$ cat src/sv/rppa_pkg.sv
`timescale 1ns / 1ps
// ----------------------------------------------------------------------------
// Radar pulse packet assembler package
// Shared payload types, configuration view, codes and size constants.
// ----------------------------------------------------------------------------
package rppa_pkg;

  localparam int unsigned MAX_PACKETS = 1024;
  localparam int unsigned PKT_CNT_W   = $clog2(MAX_PACKETS + 1);
  localparam int unsigned SLOT_W      = 10;
  localparam int unsigned CNT_W       = 32;
  localparam int unsigned SERIAL_W    = 32;
  localparam int unsigned APB_DATA_W  = 32;
  localparam int unsigned APB_ADDR_W  = 3;

  typedef enum logic [1:0] {
    ST_NONE     = 2'd0,
    ST_TIMEOUT  = 2'd1,
    ST_OVERFLOW = 2'd2,
    ST_ERROR    = 2'd3
  } link_status_e;

  typedef enum logic [1:0] {
    ACT_DROP   = 2'd0,
    ACT_HEADER = 2'd1,
    ACT_DATA   = 2'd2
  } action_e;

  typedef enum logic [2:0] {
    END_NONE    = 3'd0,
    END_CLEAN   = 3'd1,
    END_FAULTY  = 3'd2,
    END_TIMEOUT = 3'd3,
    END_ERROR   = 3'd4
  } pulse_end_e;

  typedef enum logic {
    REG_PACKETS_IN_PULSE = 1'b0,
    REG_RAW_MODE         = 1'b1
  } reg_idx_e;

  typedef struct packed {
    logic [1:0]          link_status;
    logic                full_length;
    logic [SERIAL_W-1:0] serial_number;
    logic                is_header;
  } in_item_t;

  typedef struct packed {
    logic [1:0]       action;
    logic [SLOT_W-1:0] slot_index;
    logic [2:0]       pulse_end;
    logic [CNT_W-1:0] overrun_count;
    logic [CNT_W-1:0] short_read_count;
    logic [CNT_W-1:0] lost_packet_count;
    logic [CNT_W-1:0] framing_error_count;
  } out_item_t;

  typedef struct packed {
    logic [10:0] packets_in_pulse;
    logic        raw_mode;
  } cfg_t;

endpackage

$ cat src/sv/rppa_regs.sv
`timescale 1ns / 1ps
// ----------------------------------------------------------------------------
// Configuration registers
// APB-style write/read port for pulse length and raw mode.
// ----------------------------------------------------------------------------
module rppa_regs import rppa_pkg::*; (
  input  logic                  clk_i,
  input  logic                  rst_ni,
  input  logic                  psel,
  input  logic                  penable,
  input  logic                  pwrite,
  input  logic [APB_ADDR_W-1:0] paddr,
  input  logic [APB_DATA_W-1:0] pwdata,
  output logic [APB_DATA_W-1:0] prdata,
  output logic                  pready,
  output cfg_t                  cfg_o
);

  cfg_t     cfg_q, cfg_d;
  reg_idx_e idx;
  logic     wr_en;

  assign pready = 1'b1;
  assign idx    = reg_idx_e'(paddr[2]);
  assign wr_en  = psel && penable && pwrite && pready;

  always_comb begin
    cfg_d = cfg_q;
    if (wr_en) begin
      case (idx)
        REG_PACKETS_IN_PULSE: cfg_d.packets_in_pulse = pwdata[10:0];
        REG_RAW_MODE:         cfg_d.raw_mode         = pwdata[0];
        default:              cfg_d                  = cfg_q;
      endcase
    end
  end

  always_comb begin
    case (idx)
      REG_PACKETS_IN_PULSE: prdata = {21'd0, cfg_q.packets_in_pulse};
      REG_RAW_MODE:         prdata = {31'd0, cfg_q.raw_mode};
      default:              prdata = '0;
    endcase
  end

  always_ff @(posedge clk_i or negedge rst_ni) begin
    if (!rst_ni) begin
      cfg_q.packets_in_pulse <= 11'd1;
      cfg_q.raw_mode         <= 1'b0;
    end else begin
      cfg_q <= cfg_d;
    end
  end

  assign cfg_o = cfg_q;

endmodule

$ cat src/sv/rppa_core.sv
`timescale 1ns / 1ps
// ----------------------------------------------------------------------------
// Pulse assembly core
// Judges one packet descriptor per cycle against pulse state and counters
// while the result register is free or taken, then loads that register.
// ----------------------------------------------------------------------------
module rppa_core import rppa_pkg::*; (
  input  logic      clk_i,
  input  logic      rst_ni,
  input  cfg_t      cfg_i,
  input  logic      in_valid_i,
  output logic      in_ready_o,
  input  in_item_t  in_data_i,
  output logic      out_valid_o,
  input  logic      out_ready_i,
  output out_item_t out_data_o
);

  logic [SERIAL_W-1:0]  exp_q, exp_d;
  logic [PKT_CNT_W-1:0] pkts_q, pkts_d;
  logic                 clean_q, clean_d;
  logic [CNT_W-1:0]     ovr_q, ovr_d;
  logic [CNT_W-1:0]     short_q, short_d;
  logic [CNT_W-1:0]     lost_q, lost_d;
  logic [CNT_W-1:0]     frm_q, frm_d;
  logic                 out_valid_q;
  out_item_t            out_q, out_d;

  logic                 xfer;
  logic                 judge;
  logic [PKT_CNT_W-1:0] len;
  logic [PKT_CNT_W-1:0] pkts_inc;
  action_e              act;
  pulse_end_e           pend;
  logic [SLOT_W-1:0]    slot;

  assign in_ready_o = !out_valid_q || out_ready_i;
  assign xfer       = in_valid_i && in_ready_o;

  always_comb begin
    if (cfg_i.packets_in_pulse == '0) begin
      len = PKT_CNT_W'(1);
    end else if (cfg_i.packets_in_pulse > PKT_CNT_W'(MAX_PACKETS)) begin
      len = PKT_CNT_W'(MAX_PACKETS);
    end else begin
      len = PKT_CNT_W'(cfg_i.packets_in_pulse);
    end
  end

  always_comb begin
    exp_d    = exp_q;
    pkts_d   = pkts_q;
    clean_d  = clean_q;
    ovr_d    = ovr_q;
    short_d  = short_q;
    lost_d   = lost_q;
    frm_d    = frm_q;
    judge    = 1'b1;
    act      = ACT_DROP;
    pend     = END_NONE;
    slot     = '0;
    pkts_inc = '0;

    case (link_status_e'(in_data_i.link_status))
      ST_TIMEOUT, ST_ERROR: begin
        pend    = (link_status_e'(in_data_i.link_status) == ST_TIMEOUT) ?
                  END_TIMEOUT : END_ERROR;
        pkts_d  = '0;
        clean_d = 1'b1;
        judge   = 1'b0;
      end
      ST_OVERFLOW: begin
        ovr_d   = ovr_q + 1'b1;
        clean_d = 1'b0;
        judge   = 1'b0;
      end
      default: begin
        if (!in_data_i.full_length) begin
          short_d = short_q + 1'b1;
          clean_d = 1'b0;
          judge   = 1'b0;
        end else if (in_data_i.serial_number != exp_q) begin
          lost_d  = lost_q + (in_data_i.serial_number - exp_q - 1'b1);
          exp_d   = in_data_i.serial_number + 1'b1;
          clean_d = 1'b0;
          if (pkts_q != '0 && !cfg_i.raw_mode) begin
            pkts_d = '0;
            judge  = 1'b0;
          end
        end else begin
          exp_d = in_data_i.serial_number + 1'b1;
        end
      end
    endcase

    if (judge) begin
      if (cfg_i.raw_mode) begin
        act = in_data_i.is_header ? ACT_HEADER : ACT_DATA;
      end else if (pkts_q == '0) begin
        if (in_data_i.is_header) begin
          act = ACT_HEADER;
        end else begin
          frm_d   = frm_q + 1'b1;
          clean_d = 1'b0;
        end
      end else begin
        if (!in_data_i.is_header) begin
          act = ACT_DATA;
        end else begin
          frm_d   = frm_q + 1'b1;
          pkts_d  = '0;
          clean_d = 1'b0;
        end
      end
      if (act != ACT_DROP) begin
        slot     = pkts_q[SLOT_W-1:0];
        pkts_inc = pkts_q + 1'b1;
        if (pkts_inc >= len) begin
          pend    = clean_d ? END_CLEAN : END_FAULTY;
          pkts_d  = '0;
          clean_d = 1'b1;
        end else begin
          pkts_d = pkts_inc;
        end
      end
    end

    out_d.action              = act;
    out_d.slot_index          = slot;
    out_d.pulse_end           = pend;
    out_d.overrun_count       = ovr_d;
    out_d.short_read_count    = short_d;
    out_d.lost_packet_count   = lost_d;
    out_d.framing_error_count = frm_d;
  end

  always_ff @(posedge clk_i or negedge rst_ni) begin
    if (!rst_ni) begin
      exp_q       <= '0;
      pkts_q      <= '0;
      clean_q     <= 1'b1;
      ovr_q       <= '0;
      short_q     <= '0;
      lost_q      <= '0;
      frm_q       <= '0;
      out_valid_q <= 1'b0;
    end else begin
      if (xfer) begin
        exp_q   <= exp_d;
        pkts_q  <= pkts_d;
        clean_q <= clean_d;
        ovr_q   <= ovr_d;
        short_q <= short_d;
        lost_q  <= lost_d;
        frm_q   <= frm_d;
      end
      if (xfer) begin
        out_valid_q <= 1'b1;
      end else if (out_ready_i) begin
        out_valid_q <= 1'b0;
      end
    end
  end

  always_ff @(posedge clk_i) begin
    if (xfer) begin
      out_q <= out_d;
    end
  end

  assign out_valid_o = out_valid_q;
  assign out_data_o  = out_q;

  a_pkts_in_range: assert property (@(posedge clk_i) disable iff (!rst_ni)
    pkts_q < PKT_CNT_W'(MAX_PACKETS))
    else $error("packet count reached pulse capacity");

  a_end_resets_pulse: assert property (@(posedge clk_i) disable iff (!rst_ni)
    out_valid_q && (out_q.pulse_end != END_NONE) |-> (pkts_q == '0) && clean_q)
    else $error("pulse end did not restart collection");

  a_fail_drops: assert property (@(posedge clk_i) disable iff (!rst_ni)
    out_valid_q && (out_q.pulse_end == END_TIMEOUT || out_q.pulse_end == END_ERROR)
    |-> out_q.action == ACT_DROP)
    else $error("failed pulse end with accepted packet");

  a_header_slot0: assert property (@(posedge clk_i) disable iff (!rst_ni)
    out_valid_q && !cfg_i.raw_mode && (out_q.action == ACT_HEADER)
    |-> out_q.slot_index == '0)
    else $error("framed header not at slot zero");

endmodule

$ cat src/sv/radar_pulse_packet_assembler_unit.sv
`timescale 1ns / 1ps
// Path: each input transfer is captured in the input register, then judged
//   by the core logic into its result register.
// Throughput: one packet descriptor per cycle while results are taken, as the
//   core updates its state on the same edge that loads the result register.
// Reset: rst_ni clears all counters, the expected serial and pulse state, and
//   sets packets_in_pulse to 1 and raw_mode to 0; no clearing pass.
// ----------------------------------------------------------------------------
// Radar pulse packet assembler
// Frames received packet descriptors into pulses and keeps link fault counters.
// ----------------------------------------------------------------------------
module radar_pulse_packet_assembler_unit import rppa_pkg::*; (
  input  logic                  clk_i,
  input  logic                  rst_ni,
  input  logic                  psel,
  input  logic                  penable,
  input  logic                  pwrite,
  input  logic [APB_ADDR_W-1:0] paddr,
  input  logic [APB_DATA_W-1:0] pwdata,
  output logic [APB_DATA_W-1:0] prdata,
  output logic                  pready,
  input  logic                  in_valid_i,
  output logic                  in_ready_o,
  input  in_item_t              in_data_i,
  output logic                  out_valid_o,
  input  logic                  out_ready_i,
  output out_item_t             out_data_o
);

  cfg_t     cfg;
  logic     in_valid_q;
  in_item_t in_q;
  logic     core_ready;

  assign in_ready_o = !in_valid_q || core_ready;

  always_ff @(posedge clk_i or negedge rst_ni) begin
    if (!rst_ni) begin
      in_valid_q <= 1'b0;
    end else if (in_ready_o) begin
      in_valid_q <= in_valid_i;
    end
  end

  always_ff @(posedge clk_i) begin
    if (in_valid_i && in_ready_o) begin
      in_q <= in_data_i;
    end
  end

  rppa_regs u_regs (
    .clk_i   (clk_i),
    .rst_ni  (rst_ni),
    .psel    (psel),
    .penable (penable),
    .pwrite  (pwrite),
    .paddr   (paddr),
    .pwdata  (pwdata),
    .prdata  (prdata),
    .pready  (pready),
    .cfg_o   (cfg)
  );

  rppa_core u_core (
    .clk_i       (clk_i),
    .rst_ni      (rst_ni),
    .cfg_i       (cfg),
    .in_valid_i  (in_valid_q),
    .in_ready_o  (core_ready),
    .in_data_i   (in_q),
    .out_valid_o (out_valid_o),
    .out_ready_i (out_ready_i),
    .out_data_o  (out_data_o)
  );

endmodule

$ cat config.mk
export PLATFORM = sky130hd
export DESIGN_NAME = radar_pulse_packet_assembler_unit
export DESIGN_NICKNAME = d
export VERILOG_FILES = /design/src/sv/rppa_pkg.sv /design/src/sv/rppa_regs.sv /design/src/sv/rppa_core.sv /design/src/sv/radar_pulse_packet_assembler_unit.sv
export SDC_FILE = /design/constraint.sdc
export NUM_CORES = 1
export LEC_CHECK = 0
export BUFFER_PORTS_ARGS = -buffer_cell sky130_fd_sc_hd__buf_2
export CAP_MARGIN = 20
export CORE_MARGIN = 5
export CORE_UTILIZATION = 52
export DETAILED_ROUTE_END_ITERATION = 7
export PLACE_DENSITY = 0.73
export SLEW_MARGIN = 5
export SYNTH_ARGS = -nofsm -noshare
export SYNTH_HDL_FRONTEND = slang
export SYNTH_HIERARCHICAL = 1
export SYNTH_SLANG_ARGS = --single-unit
$ cat constraint.sdc
create_clock -name clk_i -period 7.85 [get_ports clk_i]
set_input_delay 0.3925 -clock clk_i [delete_from_list [all_inputs] [get_ports clk_i]]
set_output_delay 0.3925 -clock clk_i [all_outputs]
set_load 0.1 [all_outputs]
==> results.yml, run 1 <==
min_path:
  hold-path-cell-count: 1
  min_to: "in_q[22]"
  hold_start: "in_data_i[22]"
  hold_path_class: "in -> reg"
floorplanning:
  core_um2: 36700
  die_area_um2: 41100
  die_w_um: 203
  rows: 70
  ios: 256
  start_util_pct: 52.7
  die_height_um: 203
critical_path:
  cp-start-kind: "flop"
  cp_common_cell: "inv_1"
  critPathTopFamily: "compound AO/OA/AOI/OAI gates"
  r2r_start: "in_q[3]"
  regToRegSetupSlack_ns: 3.75
  reg2reg_depth: 13
  cpMaxStageDelayCell: "fa_1"
  slowest_delay_ns: 0.60
  critPathKind: "reg -> reg"
  cp_data_arrival_time_ns: 4.38
  end_kind: "flop"
  critPathRequiredTime_ns: 8.14
  critPathMaxFanout: 5
  path_cells: "inv_1 > fa_1 > inv_1 > ha_1 > a21o_1 > nand4_1 > and2_1 > o21ai_1 > a31o_2 > a31oi_1 > o41ai_1 > xor2_1 > mux2_2"
  path_buf_inv: 2
  rr_endpoint: "u_core/out_data_o[60]"
global_route:
  grt_util_met3_pct: 4.09
  top_usage_layer: "met2"
  antenna_found_initial: 2
  track_usage_pct: 19.7
  grt_use_met1_pct: 27.0
  grt_pass1_vias: 13000
  grt_max_degree: 108
  grt_pass1_wl_um: 66500
  use_met2_pct: 31.7
  overflow: 0
clock_tree:
  cts_hold_buf: 14
  htree_levels: 2
  clk_pin_slew_ns: 0.06
  cts_inserted_buffers: 41
  postCtsSetupRepairBufs: 0
  clock_sinks: 365
  clk_latency_ns: 0.55
  clockBufferDepth: 3
  cts_root_buf: "clkbuf_16"
  cts_resized: 0
  cts_tree: "done"
route:
  vias_per_cell: 5.26
  drtIter0Drc: 625
  drc: 0
  ant_nets: 0
  vias: 12900
  dr.pass1.iters: 5
  drt-total-wl_um: 41100
  wl_per_cell_um: 16.7
sta:
  whs_ns: 0.0337
  drv_slew: 0
  worst_slew_pin_slew_ns: 1.05
  finClkSkew_ns: 0.0171
  relSlewSlack_pct: 30.0
  worst_slack_ns: 3.75
  fmax_ghz: 0.244
  fin_crit_ns: 4.10
  setup-violations-final: 0
  min_period_over_period_pct: 52.2
  finalSetupTns_ns: 0
  rsz0062_at_grt: "no"
  hold_viol_final: 0
synthesis:
  synthCells: 1737
  synth_cell_types: 75
  synth_edf_count: 179
  syn-cell-area_um2: 19300
  ys_seq_elements: 365
  synth.top_cells.by_area: "edfxtp_1 (28%), dfrtp_1 (24%), xnor2_1 (7.3%)"
  yosys_warnings: 6
  ys_seq_area_share_pct: 51.9
  yosysTopAreaCell: "edfxtp_1"
  synth.top_cell.area_share_pct: 27.8
  avgSynthCellArea_um2: 11.1
  synthArstFlopShare_pct: 51.0
  synthFlopType: "dfrtp_1"
cells_and_area:
  drive_above_1_share_pct: 18.5
  fin_util_pct: 60.4
  antenna_cells: 0
  stdcell_count: 2456
  final_cell_area_um2: 22200
  nFillCells: 2930
  syn_to_final_growth_pct: 14.7
  fin_nets: 2143
power:
  switching_power_mw: 3.19
  p_int_mw: 4.50
  swShare_pct: 41.5
  power.share.combinational_pct: 42.8
  power_mw: 7.69
  power_density_nw_per_um2: 347
  sequentialPowerShare_pct: 33.0
  power.leakage_nw: 10.3
  vdd_drop_max_mv: 0.278
  clockPowerShare_pct: 24.2
run:
  maxCapViolCount: 0
placed_design:
  place.gp.congestion: 0.877
  dp_hpwl_um: 28700
  place_ws_ns: 3.85
  port_buffers: 210
  placed_area_um2: 20700
  dp.cells: 2364
outcome:
  status: "finished, final reports clean"
kinds of logic (layout without fill, tap and decap cells):
kind of cell | count (synthesis) | after routing | share of synthesized area (%)
simple gates | 527 | 527 | 13.7
flops | 365 | 365 | 51.9
xor+xnor | 254 | 254 | 11.5
buf+inv | 245 | 476 | 5.43
compound gates | 181 | 181 | 5.85
fa+ha+maj | 110 | 110 | 8.36
mux | 53 | 53 | 3.28
other cells | 2 | 22 | 0.0388
cell usage after synthesis, drive strengths merged, types with 4 or more instances:
cell and count:
nand2 196, dfrtp 184, edfxtp 179, inv 167, xnor2 161, nor2 97
xor2 93, ha 78, o21ai 69, nand3 56, mux2 53, nand4 45
buf 39, clkbuf 38, a21oi 37, fa 32, and3 28, nor3 28
a21o 26, and2 18, nand2b 16, nor2b 16, a22o 8, and4 7
nor4 7, a31oi 6, o21a 6, a211oi 5, o21bai 4, or2 4
per-layer routing:
| layer | vias to the layer above | share of wire, % |
|---|---|---|
| li1 | 6244 | - |
| met2 | 351 | 46 |
| met1 | 6250 | 44 |
| met5 | - | 0.066 |
| met3 | 80 | 6.2 |
| met4 | 4 | 2.8 |
power groups by stage:
stage          Clock [mW]  Combinational [mW]  Sequential [mW]
2_1_floorplan           0                1.94             3.24
3_3_place_gp            0                3.16             2.56
3_5_place_dp            0                3.24             2.57
4_1_cts              1.91                3.28             2.54
5_1_grt              1.99                3.59             2.58
6_report             1.86                3.30             2.54
area by class of cell:
class / instances / area, µm² / share of cell area, %
timing repair buffer: 232 / 1290 / 5.83
sequential: 365 / 10000 / 45.2
inverter: 168 / 638 / 2.88
multi-input combinational: 1147 / 8340 / 37.6
clock buffer: 52 / 1080 / 4.86
clock inverter: 24 / 218 / 0.982
tap: 468 / 586 / 2.64
worst max-delay path by stage:
stage                  startpoint                     to  slack, ns  cells after the start
3_5_place_dp              in_q[2]  u_core/out_data_o[59]       3.85                     15
4_1_cts                   in_q[2]  u_core/out_data_o[59]       3.79                     15
3_3_place_gp              in_q[2]  u_core/out_data_o[61]       3.88                     15
2_1_floorplan  u_core/out_valid_o      u_core/lost_q[11]       1.68                      6
6_report                  in_q[3]  u_core/out_data_o[60]       3.75                     13
5_1_grt                   in_q[2]  u_core/out_data_o[59]       3.46                     15
registers in the layout, indices dropped and copies added, names as in the netlist:
| register | flops |
|---|---|
| u_core/pkts_q | 11 |
| u_core/lost_q | 32 |
| u_regs/cfg_o | 12 |
| u_core/short_q | 32 |
| u_core/frm_q | 32 |
| u_core/out_data_o | 143 |
| u_core/out_valid_o | 1 |
| u_core/ovr_q | 32 |
| u_core/clean_q | 1 |
| in_q | 36 |
| u_core/exp_q | 32 |
| in_valid_q | 1 |
worst reg2reg max path: cells and delay by family (launching register included):
| kind | cells | cell delay, ns |
|---|---|---|
| fa+ha+maj | 2 | 0.87 |
| compound gates | 5 | 1.56 |
| buf+inv | 2 | 0.18 |
| simple gates | 2 | 0.31 |
| flops | 1 | 0.44 |
| mux | 1 | 0.30 |
| xor+xnor | 1 | 0.16 |
cell usage in the layout (no fill, tap or decap), types with 22 or more instances in the layout:
cell	synthesis	routed
nor3_1	23	23
inv_1	167	166
nand2_1	195	194
fa_1	32	32
edfxtp_1	179	179
nor2_1	95	95
and3_1	22	22
dfrtp_1	184	184
xnor2_1	161	161
o21ai_0	68	68
clkbuf_16	0	41
xor2_1	93	93
mux2_2	43	43
ha_1	78	78
nand3_1	54	54
a21oi_1	37	37
buf_2	6	209
a21o_1	26	26
conb_1	2	22
nand4_1	42	42
(Power assumes the default switching activity.)
==> inputs of run 2 (changes only) <==
Settings changed: PLACE_DENSITY 0.73 to 0.76.
Clock period 7.85 ns to 3.7 ns, I/O delays scaled along.
==> results.yml, run 2 (synthesis results as in run 1) <==
outcome:
  status: "finished, final reports clean"
global_route:
  top_usage_layer: "met2"
  use_met2_pct: 33.6
  grt_use_met1_pct: 28.2
  grt_pass1_vias: 13400
  track_usage_pct: 20.6
  overflow: 0
  grt_max_degree: 89
  antenna_found_initial: 3
  grt_pass1_wl_um: 69000
  grt_util_met3_pct: 3.71
floorplanning:
  core_um2: 36700
  rows: 70
  die_area_um2: 41100
  die_height_um: 203
  ios: 256
  die_w_um: 203
  start_util_pct: 52.7
cells_and_area:
  final_common_cell: "buf_2"
  largest_reg_flops: 143
  drive_above_1_share_pct: 20.3
  final_cell_area_um2: 22900
  nFillCells: 2802
  stdcell_count: 2518
  final_cell_mix: "buf_2 (209), nand2_1 (194), dfrtp_1 (184), edfxtp_1 (179), inv_1 (162)"
  fin_nets: 2204
  syn_to_final_growth_pct: 18.2
power:
  power.leakage_nw: 10.6
  vdd_drop_max_mv: 0.684
  power_density_nw_per_um2: 734
  power_mw: 16.8
sta:
  setup-violations-final: 0
  worst_slew_pin_slew_ns: 0.787
  drv_slew: 0
  finalSetupTns_ns: 0
  fin_crit_ns: 3.54
  min_period_over_period_pct: 95.6
  finClkSkew_ns: 0.0292
  fmax_ghz: 0.283
  relSlewSlack_pct: 47.6
  hold_viol_final: 0
critical_path:
  cp_data_arrival_time_ns: 3.83
  end_kind: "flop"
  critPathRequiredTime_ns: 4.00
  critPathKind: "reg -> reg"
  cp-start-kind: "flop"
  critPathMaxFanout: 5
route:
  drt-total-wl_um: 42100
  vias_per_cell: 5.24
  wl_per_cell_um: 16.7
  drc: 0
  ant_nets: 0
  vias: 13200
  drtIter0Drc: 796
  dr.pass1.iters: 5
placed_design:
  dp_hpwl_um: 29100
  dp.cells: 2387
  placed_area_um2: 20900
  place.gp.congestion: 0.874
  port_buffers: 210
clock_tree:
  clk_latency_ns: 0.55
  htree_levels: 2
  cts_inserted_buffers: 40
  cts_tree: "done"
  clockBufferDepth: 3
  clk_pin_slew_ns: 0.06
  clock_sinks: 365
  cts_root_buf: "clkbuf_16"
run:
  maxCapViolCount: 0
min_path:
  hold_path_class: "in -> reg"
==> run 2: changes by cell type in the layout (fill, tap and decap cells not counted), moves of 4 or more <==
cell           change
inv_1              -4
ha_1               -6
a21oi_2            +5
dlygate4sd3_1     +38
a21oi_1            -5
buf_4             +24
inv_2              +4
==> run 2: area by class of cell <==
type	count	area (µm²)	share of cell area (%)
Sequential cell	365	10000	43.9
Multi-Input combinational cell	1147	8450	37.0
Timing Repair Buffer	294	1850	8.08
Clock buffer	55	1140	4.99
Inverter	168	638	2.79
Tap cell	468	586	2.56
Clock inverter	19	161	0.706
Antenna cell	2	5.00	0.0219
==> run 2: report_power, final <==
| group | leakage [nW] | switching, mW | internal [mW] | total [mW] |
|---|---|---|---|---|
| clock network | 0.634 | 1.63 | 2.30 | 3.93 |
| logic | 5.73 | 4.85 | 2.59 | 7.44 |
| registers | 4.21 | 0.434 | 4.96 | 5.39 |
| total | 10.6 | 6.91 | 9.86 | 16.8 |
==> run 2: what timing repair did <==
item | in CTS | in global routing
resized for setup | 0 | 26
setup endpoints to repair | 0 | 20
hold buffers | 52 | 0
setup buffers | 0 | 3
hold endpoints to repair | 133 | 0
==> run 2: path summary, 6_finish.rpt <==
check	depth (start not counted)	endpoint	slack [ns]	from
min	3	u_regs/cfg_o[10]	0.20	pwrite
min reg2reg	2	u_core/exp_q[0]	0.48	u_core/exp_q[0]
min in group asynchronous	2	u_core/lost_q[19]	0.27	rst_ni
max reg2reg	13	u_core/out_data_o[57]	0.16	in_q[13]
max	13	u_core/out_data_o[57]	0.16	in_q[13]
max in group asynchronous	3	u_core/short_q[27]	2.52	rst_ni
==> run 2: routing by layer <==
metal / vias up / wire length [µm] / part of all wire, %
li1: 6357 / - / -
met1: 6347 / 18500 / 44
met2: 408 / 19900 / 47
met3: 70 / 2720 / 6.4
met4: 2 / 1030 / 2.4
met5: - / 13 / 0.031
==> run 2: stage by stage <==
stage | utilization, % | hold slack [ns] | setup WS (ns)
after floorplan | - | -0.111 | 0.308
after global placement | 56.9 | 0.314 | 0.112
after detailed placement | 56.9 | 0.317 | 0.0522
after CTS | 61.9 | 0.151 | 0.0384
after global routing | 62.3 | 0.188 | -0.00903
final | 62.3 | 0.199 | 0.163
==> run 2: critical path: stages (launching register included) <==
cell,delay [ns]
edfxtp_1,0.40
inv_1,0.11
fa_1,0.55
inv_1,0.05
ha_2,0.31
a21oi_2,0.14
nor2b_1,0.08
a311o_1,0.41
o41ai_4,0.37
buf_4,0.20
nor2_1,0.05
a31oi_1,0.21
xnor2_1,0.12
mux2_2,0.27
